`src/sv/ipd_pkg.sv`:
```
// Shared constants and types for the interpolated peak detector.
`timescale 1ns / 1ps
`default_nettype none

package ipd_pkg;

    localparam int TAPS     = 8;
    localparam int SAMPLE_W = 16;
    localparam int PEAK_W   = 16;
    localparam int FILL_W   = $clog2(TAPS + 1);
    // Accumulator: 17-bit pair sums times 16-bit coefficients, four terms
    localparam int ACC_W    = 34;

    // Half-sample interpolation filter, Q0.16 magnitudes, center taps first
    localparam logic [15:0] COEF0 = 16'd39127;
    localparam logic [15:0] COEF1 = 16'd7706;
    localparam logic [15:0] COEF2 = 16'd1497;
    localparam logic [15:0] COEF3 = 16'd149;

    // Rounding offset: one half in Q16
    localparam logic [ACC_W-1:0] ROUND_HALF = ACC_W'(32768);

    typedef logic signed [SAMPLE_W-1:0] sample_t;
    typedef sample_t [TAPS-1:0]         hist_t;
    typedef logic signed [ACC_W-1:0]    acc_t;
    typedef logic [FILL_W-1:0]          fill_t;

endpackage

`default_nettype wire

```
`src/sv/ipd_interp.sv`:
```
// Symmetric 8-tap half-sample interpolator with rounded magnitude output.
`timescale 1ns / 1ps
`default_nettype none

module ipd_interp
    import ipd_pkg::*;
(
    input  hist_t             history,
    output logic [PEAK_W-1:0] mag
);

    logic signed [SAMPLE_W:0] pair0;
    logic signed [SAMPLE_W:0] pair1;
    logic signed [SAMPLE_W:0] pair2;
    logic signed [SAMPLE_W:0] pair3;
    acc_t                     prod0;
    acc_t                     prod1;
    acc_t                     prod2;
    acc_t                     prod3;
    acc_t                     acc;
    logic [ACC_W-1:0]         acc_abs;
    logic [ACC_W-1:0]         rounded;

    // Fold symmetric taps, oldest sample at index 0
    assign pair0 = (SAMPLE_W+1)'(history[3]) + (SAMPLE_W+1)'(history[4]);
    assign pair1 = (SAMPLE_W+1)'(history[2]) + (SAMPLE_W+1)'(history[5]);
    assign pair2 = (SAMPLE_W+1)'(history[1]) + (SAMPLE_W+1)'(history[6]);
    assign pair3 = (SAMPLE_W+1)'(history[0]) + (SAMPLE_W+1)'(history[7]);

    // Constant multiplies, coefficients zero-extended as positive values
    assign prod0 = acc_t'(pair0) * acc_t'({1'b0, COEF0});
    assign prod1 = acc_t'(pair1) * acc_t'({1'b0, COEF1});
    assign prod2 = acc_t'(pair2) * acc_t'({1'b0, COEF2});
    assign prod3 = acc_t'(pair3) * acc_t'({1'b0, COEF3});

    // Alternating-sign sum
    assign acc = prod0 - prod1 + prod2 - prod3;

    // Magnitude, rounded half up on the magnitude; result fits in 16 bits
    assign acc_abs = acc[ACC_W-1] ? ACC_W'(-acc) : ACC_W'(acc);
    assign rounded = acc_abs + ROUND_HALF;
    assign mag     = rounded[PEAK_W+15:16];

endmodule

`default_nettype wire

```
`src/sv/interpolated_peak_detector_unit.sv`:
```
// Top level of the interpolated peak detector.
//
// Input channel: sample, block_end with sample_valid / sample_stall.
// Output channel: peak, window_seen with result_valid / result_stall.
// One sample item is taken per cycle while sample_stall is low. Each item
// shifts an 8-deep history; once eight samples of the current block are
// held, the item completes a window whose half-sample interpolated
// magnitude updates a running peak. An item with block_end set produces
// one result item; others produce none. The closing item lands in the
// history register, then the result register is loaded from the filter.
// Throughput: one item a cycle while sample_stall is low, set by the
// single filter stage between history and result registers.
// When the receiver stalls, the held result stays put and items keep
// flowing; the input stalls only when a second block end reaches the
// filter stage while the result register is still full and stalled.
// Reset clears the item valid flag, fill count, running peak and the
// result valid flag; the next block starts from an empty count.
`timescale 1ns / 1ps
`default_nettype none

module interpolated_peak_detector_unit
    import ipd_pkg::*;
(
    input  wire logic                clk,
    input  wire logic                rst_n,
    input  wire logic                sample_valid,
    output logic                     sample_stall,
    input  wire logic [SAMPLE_W-1:0] sample,
    input  wire logic                block_end,
    output logic                     result_valid,
    input  wire logic                result_stall,
    output logic [PEAK_W-1:0]        peak,
    output logic                     window_seen
);

    hist_t               history_reg;
    fill_t               fill_reg;
    fill_t               fill_sat;
    logic                item_valid_reg;
    logic                item_last_reg;
    logic                item_win_reg;
    logic [PEAK_W-1:0]   running_peak_reg;
    logic [PEAK_W-1:0]   running_peak_next;
    logic                result_valid_reg;
    logic [PEAK_W-1:0]   peak_reg;
    logic                window_seen_reg;
    logic [PEAK_W-1:0]   mag;
    logic                out_free;
    logic                blocked;
    logic                accept;
    logic                fire;

    // Handshake control
    assign out_free     = !result_valid_reg || !result_stall;
    assign blocked      = item_valid_reg && item_last_reg && !out_free;
    assign sample_stall = blocked;
    assign accept       = sample_valid && !blocked;
    assign fire         = item_valid_reg && !blocked;

    // Saturating sample count for the block
    assign fill_sat = (fill_reg == fill_t'(TAPS)) ? fill_reg : fill_reg + fill_t'(1);

    // History shift register, newest at the top
    always_ff @(posedge clk)
    begin
        if (accept)
        begin
            history_reg <= {sample_t'(sample), history_reg[TAPS-1:1]};
        end
    end

    // Item flags and fill count
    always_ff @(posedge clk or negedge rst_n)
    begin
        if (!rst_n)
        begin
            fill_reg       <= '0;
            item_valid_reg <= 1'b0;
            item_last_reg  <= 1'b0;
            item_win_reg   <= 1'b0;
        end
        else
        begin
            if (accept)
            begin
                fill_reg       <= block_end ? '0 : fill_sat;
                item_valid_reg <= 1'b1;
                item_last_reg  <= block_end;
                item_win_reg   <= (fill_sat == fill_t'(TAPS));
            end
            else if (fire)
            begin
                item_valid_reg <= 1'b0;
            end
        end
    end

    // Interpolation filter
    ipd_interp u_interp (
        .history (history_reg),
        .mag     (mag)
    );

    // Running maximum, replaced only by a strictly larger value
    assign running_peak_next = (item_win_reg && (mag > running_peak_reg)) ?
                               mag : running_peak_reg;

    always_ff @(posedge clk or negedge rst_n)
    begin
        if (!rst_n)
        begin
            running_peak_reg <= '0;
        end
        else if (fire)
        begin
            running_peak_reg <= item_last_reg ? '0 : running_peak_next;
        end
    end

    // Result register
    always_ff @(posedge clk or negedge rst_n)
    begin
        if (!rst_n)
        begin
            result_valid_reg <= 1'b0;
        end
        else if (fire && item_last_reg)
        begin
            result_valid_reg <= 1'b1;
        end
        else if (!result_stall)
        begin
            result_valid_reg <= 1'b0;
        end
    end

    always_ff @(posedge clk)
    begin
        if (fire && item_last_reg)
        begin
            peak_reg        <= running_peak_next;
            window_seen_reg <= item_win_reg;
        end
    end

    assign result_valid = result_valid_reg;
    assign peak         = peak_reg;
    assign window_seen  = window_seen_reg;

endmodule

`default_nettype wire

```
`config.mk`:
```
export PLATFORM = sky130hd
export DESIGN_NAME = interpolated_peak_detector_unit
export DESIGN_NICKNAME = d
export VERILOG_FILES = /design/src/sv/ipd_pkg.sv /design/src/sv/ipd_interp.sv /design/src/sv/interpolated_peak_detector_unit.sv
export SDC_FILE = /design/constraint.sdc
export NUM_CORES = 1
export LEC_CHECK = 0
export BUFFER_PORTS_ARGS = -buffer_cell sky130_fd_sc_hd__buf_2
export CAP_MARGIN = 20
export CELL_PAD_IN_SITES_DETAIL_PLACEMENT = 0
export CELL_PAD_IN_SITES_GLOBAL_PLACEMENT = 2
export CORE_ASPECT_RATIO = 0.7
export CORE_UTILIZATION = 48
export DETAILED_ROUTE_END_ITERATION = 6
export PLACE_DENSITY_LB_ADDON = 0.1
export SLEW_MARGIN = 10
export SYNTH_ARGS = -nofsm -noshare
export SYNTH_HDL_FRONTEND = slang
export SYNTH_HIERARCHICAL = 1
export SYNTH_SLANG_ARGS = --single-unit
```
`constraint.sdc`:
```
create_clock -name clk -period 24 [get_ports clk]
set_clock_uncertainty 0.1 [all_clocks]
set_input_delay 4.8 -clock clk [delete_from_list [all_inputs] [get_ports clk]]
set_output_delay 4.8 -clock clk [all_outputs]
set_load 0.1 [all_outputs]
```
After elaboration in Yosys (flattened, before gate mapping)
Cells that the tools add are included.
{ "op_classes": {"add_sub_neg": 10, "mul": 4, "order_cmp": 1, "eq_ne": 3, "muxes": 9, "reduce_logical": 12} }
{ "ops": {"columns": ["cell", "n"], "rows": [
  ["$add A16 B16 Y17", 4],
  ["$add A34 B34 Y34", 1],
  ["$mul A17 B17 Y34 const B", 1],
  ["$sub A34 B26 Y34", 1],
  ["$sub A34 B34 Y34", 1],
  ["$add A32 B16 Y32 const B", 1],
  ["$mux W16", 2],
  ["$mux W32", 1],
  ["$neg A32 Y32", 1],
  ["$mul A17 B13 Y30 const B", 1],
  ["$mul A17 B12 Y29 const B", 1],
  ["$mul A17 B9 Y26 const B", 1],
  ["$gt A16 B16 Y1", 1],
  ["$eq A4 B4 Y1 const B", 2],
  ["$mux W4", 2],
  ["$logic_and A1 B1 Y1", 6],
  ["$add A4 B1 Y4 const B", 1],
  ["$logic_not A1 Y1", 4],
  ["$mux W1", 4],
  ["$ne A2 B1 Y1 const B", 1],
  ["$reduce_bool A2 Y1", 1],
  ["$logic_or A1 B1 Y1", 1]
]} }
{ "totals": {"register_bits": 169, "inputBits": 21, "output_inout_bits": 19} }

Longest topological paths before layout
{ "logic_depth": {"ltp_word": 12, "ltp_mapped": 68, "ltp_nobuf": 66} }

Modules after synthesis
The synthesis kept the hierarchy.
{ "by_module_without_submodules": {"columns": ["mod", "instances", "cells_each", "area_each_um2", "seq_area_each_um2"], "rows": [
  ["ipd_interp", 1, 2424, 22888.2, 0.0],
  ["interpolated_peak_detector_unit", 1, 357, 6097.1, 4954.8]
]} }

Least setup slack after synthesis
Ideal clock, no wire load.
{ "synth_path": {"kind": "reg2reg", "from": "register history_reg[32] (netlist bit)", "to": "register running_peak_reg[0]", "setup_time_ps": 104, "arrival_ps": 14821, "path_slack_ps": 8975, "path_stages_with_launch": 63, "n_path_buf": 2, "period_less_slack_ps": 15025, "cell_sequence": "edfxtp_1 -> ha_1 -> inv_1 -> fa_1 -> nor2b_1 -> o21ai_0 -> a21boi_0 -> o21ai_0 -> a21boi_0 -> o21ai_0 -> nand2b_1 -> a31oi_1 -> a21oi_1 -> nand4_1 -> a32o_1 -> clkbuf_1 -> inv_1 -> fa_1 -> (+27 left out) -> o21ai_1 -> a311oi_2 -> nor2_1 -> clkbuf_1 -> o21ai_0 -> xnor2_1 -> ha_1 -> and2_1 -> a21o_1 -> a22oi_1 -> xnor2_1 -> ha_1 -> nand4_1 -> or4_4 -> a21o_4 -> a31o_4 -> or4_1 -> o311ai_1"} }
{ "synth_between": {"elab_chain_cells": 12} }
{ "synth_rtl": {"columns": ["element", "line", "source"], "rows": [
  ["start: declaration", "interpolated_peak_detector_unit.sv:36", "hist_t history_reg;"],
  ["start signal: assignment", "interpolated_peak_detector_unit.sv:68", "history_reg <= {sample_t'(sample), history_reg[TAPS-1:1]};"],
  ["$add A16 B16 Y17 (*)", "ipd_interp.sv:26", "assign pair1 = (SAMPLE_W+1)'(history[2]) + (SAMPLE_W+1)'(history[5]);"],
  ["$mul A17 B13 Y30 (*)", "ipd_interp.sv:32", "assign prod1 = acc_t'(pair1) * acc_t'({1'b0, COEF1});"],
  ["$sub A34 B34 Y34 (*)", "ipd_interp.sv:37", "assign acc = prod0 - prod1 + prod2 - prod3;"],
  ["$add A34 B34 Y34 (*)", "ipd_interp.sv:37", null],
  ["$sub A34 B26 Y34 (*)", "ipd_interp.sv:37", null],
  ["$neg A32 Y32", "ipd_interp.sv:40", "assign acc_abs = acc[ACC_W-1] ? ACC_W'(-acc) : ACC_W'(acc);"],
  ["$mux W32 (*)", "ipd_interp.sv:40", null],
  ["$add A32 B16 Y32 (*)", "ipd_interp.sv:41", "assign rounded = acc_abs + ROUND_HALF;"],
  ["named net mag[9]", "interpolated_peak_detector_unit.sv:47", "logic [PEAK_W-1:0] mag;"],
  ["$gt A16 B16 Y1 (*)", "interpolated_peak_detector_unit.sv:105", "assign running_peak_next = (item_win_reg && (mag > running_peak_reg)) ?"],
  ["$logic_and A1 B1 Y1 (*)", "interpolated_peak_detector_unit.sv:105", null],
  ["$mux W16 (*)", "interpolated_peak_detector_unit.sv:105", null],
  ["$mux W16 (*)", "interpolated_peak_detector_unit.sv:116", "running_peak_reg <= item_last_reg ? '0 : running_peak_next;"],
  ["end signal: assignment", "interpolated_peak_detector_unit.sv:116", null],
  ["end: declaration", "interpolated_peak_detector_unit.sv:42", "logic [PEAK_W-1:0] running_peak_reg;"]
]} }
The timed path passes the listed nets; every way through them passes the cells marked *.
A chain may end at the register's enable or synchronous reset.

Worst setup path in the final report
{ "layout_path": {"from": "register history_reg[80] (netlist bit)", "to": "register peak_reg[4] (netlist: peak[4]), data pin"} }
{ "layout_between": {"elab_chain_cells": 11} }
{ "layout_rtl": {"columns": ["element", "line", "source"], "rows": [
  ["$add A16 B16 Y17 (*)", "ipd_interp.sv:26", null],
  ["$mul A17 B13 Y30 (*)", "ipd_interp.sv:32", null],
  ["$sub A34 B34 Y34 (*)", "ipd_interp.sv:37", null],
  ["$add A34 B34 Y34 (*)", "ipd_interp.sv:37", null],
  ["$sub A34 B26 Y34 (*)", "ipd_interp.sv:37", null],
  ["$neg A32 Y32", "ipd_interp.sv:40", null],
  ["$mux W32 (*)", "ipd_interp.sv:40", null],
  ["$add A32 B16 Y32 (*)", "ipd_interp.sv:41", null],
  ["named net mag[15]", "interpolated_peak_detector_unit.sv:47", null],
  ["$gt A16 B16 Y1 (*)", "interpolated_peak_detector_unit.sv:105", null],
  ["$logic_and A1 B1 Y1 (*)", "interpolated_peak_detector_unit.sv:105", null],
  ["$mux W16 (*)", "interpolated_peak_detector_unit.sv:105", null],
  ["named net running_peak_next[4]", "interpolated_peak_detector_unit.sv:43", "logic [PEAK_W-1:0] running_peak_next;"],
  ["end signal: assignment", "interpolated_peak_detector_unit.sv:141", "peak_reg <= running_peak_next;"],
  ["end: declaration", "interpolated_peak_detector_unit.sv:45", "logic [PEAK_W-1:0] peak_reg;"]
]} }
Marks and branches as above.

==> results.ini <==
[status]
status=complete, no violations

[timing]
slew_headroom_pct=26.7
worstMarginPinSlew_ns=1.09
rsz0062_at_grt=false
slew_violations=0
fin_crit_ns=17.44
fin_setup_tns_ns=0
fmax_mhz=57.3
setup_viol=0
hold_violations=0
holdWs_ns=0.349
period_share_pct=72.7

[routing]
firstDrtPassIters=5
drt_iter0_drc=1109
viasPerCell=5.17
drc_errors=0
wl_per_cell_um=19.1
antenna_left=0
vias=18900
wirelength_mm=69.8

[synthesis]
syn_area_sq_um=29000
synth_seq_cells=169
ys_warn_count=6
synth_area_leaders=fa_1 31%, ha_1 21%, edfxtp_1 15%
synth.distinct_cells=94
postSynthAreaPerCell_sq_um=10.4
synth_async_sr_flop_share_pct=14.2
synth_edf_count=145
synth_top_area_cell=fa_1
syn_nets=3747
yosysTopAreaCellShare_pct=31.4
synthFlopType=edfxtp_1
syn_inst=2781
ys_seq_area_share_pct=17.1

[cts]
htreeDepth=4
cts_resized=0
clockRootBuffer=clkbuf_16
clk_latency_ns=0.48
clock-sinks=169
clockBufferDepth=2
clk_transition_reported_paths_ns=0.08
hold_buffers=0
tritoncts=built
cts_setup_buffers=0
cts-buffers-inserted=17

[grt]
grt_start_max_net_pins=81
track_usage_pct=24.7
grt_pass1_vias=20100
grt_pass1_wl_mm=116
antenna_found_initial=0
overflow=0

[finish]
ff_latch_area_sq_um=4950
antennaDiodeCount=0
final_common_cell=inv_1
final_util_pct=52.3
layout_common_cells=750 x inv_1, 491 x ha_1, 454 x fa_1, 145 x edfxtp_1, 111 x xnor2_1
fin_nets=3807
drive_above_1_share_pct=4.73
largest_reg_flops=128
nFillCells=5393
area_growth_pct=6.50
finalNonFillerCells=3652
multi_input_comb_area_sq_um=21100

[floorplanning]
core_sq_um=59000
rows=74
ios=40
die_h_um=208
die-area_sq_um=61400
die_w_um=296
start_util_pct=49.1

[worst_setup_path]
worstPathArrival_ns=17.57
critPathKind=flop to flop
rr_startpoint=history_reg[80]
r2r_slack_ns=6.56
cp_max_fo=23
crit_slowest_cell=a221oi_1
start_kind=flop
critPathRequiredTime_ns=24.13
path_common_cell=fa_1
timing.rr.end=peak[4]
max_stage_delay_ns=0.65
end_kind=flop
reg2reg_depth=62

[hold_path]
hp-class=flop to flop
min-delay-start=history_reg[69]
hold_depth=0
min_to=history_reg[53]

[placement]
io_buffers=39
dp_hpwl_mm=61.3
place_congestion=0.866
placedCellCount=3620

[job]
drv_cap=0

## cells in the mapped netlist, types with 24 or more instances
library cell / n
fa_1: 454
dfrtp_1: 24
a21o_1: 26
xor2_1: 53
xnor2_1: 113
o21ai_1: 37
nand2_1: 99
o21ai_0: 49
nor2_1: 76
edfxtp_1: 145
a21oi_1: 90
inv_1: 751
ha_1: 491
nand2b_1: 28
## worst max-delay path, delay by kind of cell, from the launching register on
family | cells | cell delay (ns)
compound gates | 21 | 4.96
xor+xnor | 5 | 1.05
fa+ha+maj | 19 | 7.94
buf+inv | 7 | 0.71
flops | 1 | 0.37
simple gates | 10 | 2.01
## per-layer routing
| metal | track usage (%) | part of all wire [%] | up-vias |
|---|---|---|---|
| met4 | 3.16 | 0.69 | 0 |
| met3 | 5.16 | 6.0 | 34 |
| met2 | 34.1 | 41 | 350 |
| met1 | 40.1 | 52 | 9408 |
| li1 | - | - | 9072 |
| met5 | 0 | 0 | - |
## stage by stage
stage / setup WS, ns / instance area [sq um]
2_1_floorplan: 8.97 / 29000
3_3_place_gp: 6.86 / 30300
3_5_place_dp: 6.57 / 30300
4_1_cts: 6.48 / 30900
5_1_grt: 5.02 / 30900
6_report: 6.56 / 30900
## worst max path at each step
stage,start,endpoint,slack (ns),cells past startpoint
2_1_floorplan,history_reg[32],running_peak_reg[0],8.97,62
3_3_place_gp,history_reg[32],peak[12],6.86,63
3_5_place_dp,history_reg[80],peak[4],6.57,62
4_1_cts,history_reg[80],peak[4],6.48,63
5_1_grt,history_reg[80],peak[6],5.02,63
6_report,history_reg[80],peak[4],6.56,62
## cell type report
class / count / area share (%)
Clock inverter: 15 / 0.559
Clock buffer: 17 / 1.38
Inverter: 751 / 9.14
Tap cell: 798 / 3.23
Sequential cell: 169 / 16.1
Multi-Input combinational cell: 1842 / 68.5
Timing Repair Buffer: 60 / 1.14
## logic make-up after synthesis
logic type      after synthesis  synth area share (%)
fa+ha+maj                   945                  52.6
xor+xnor                    167                  5.07
mux                           9                 0.328
compound gates              370                  8.70
buf+inv                     770                  10.1
simple gates                351                  6.19
flops                       169                  17.1
Power is left out: the tool's default activity adds up to more than one toggle a clock period on the data nets, which glitch-free logic cannot reach.
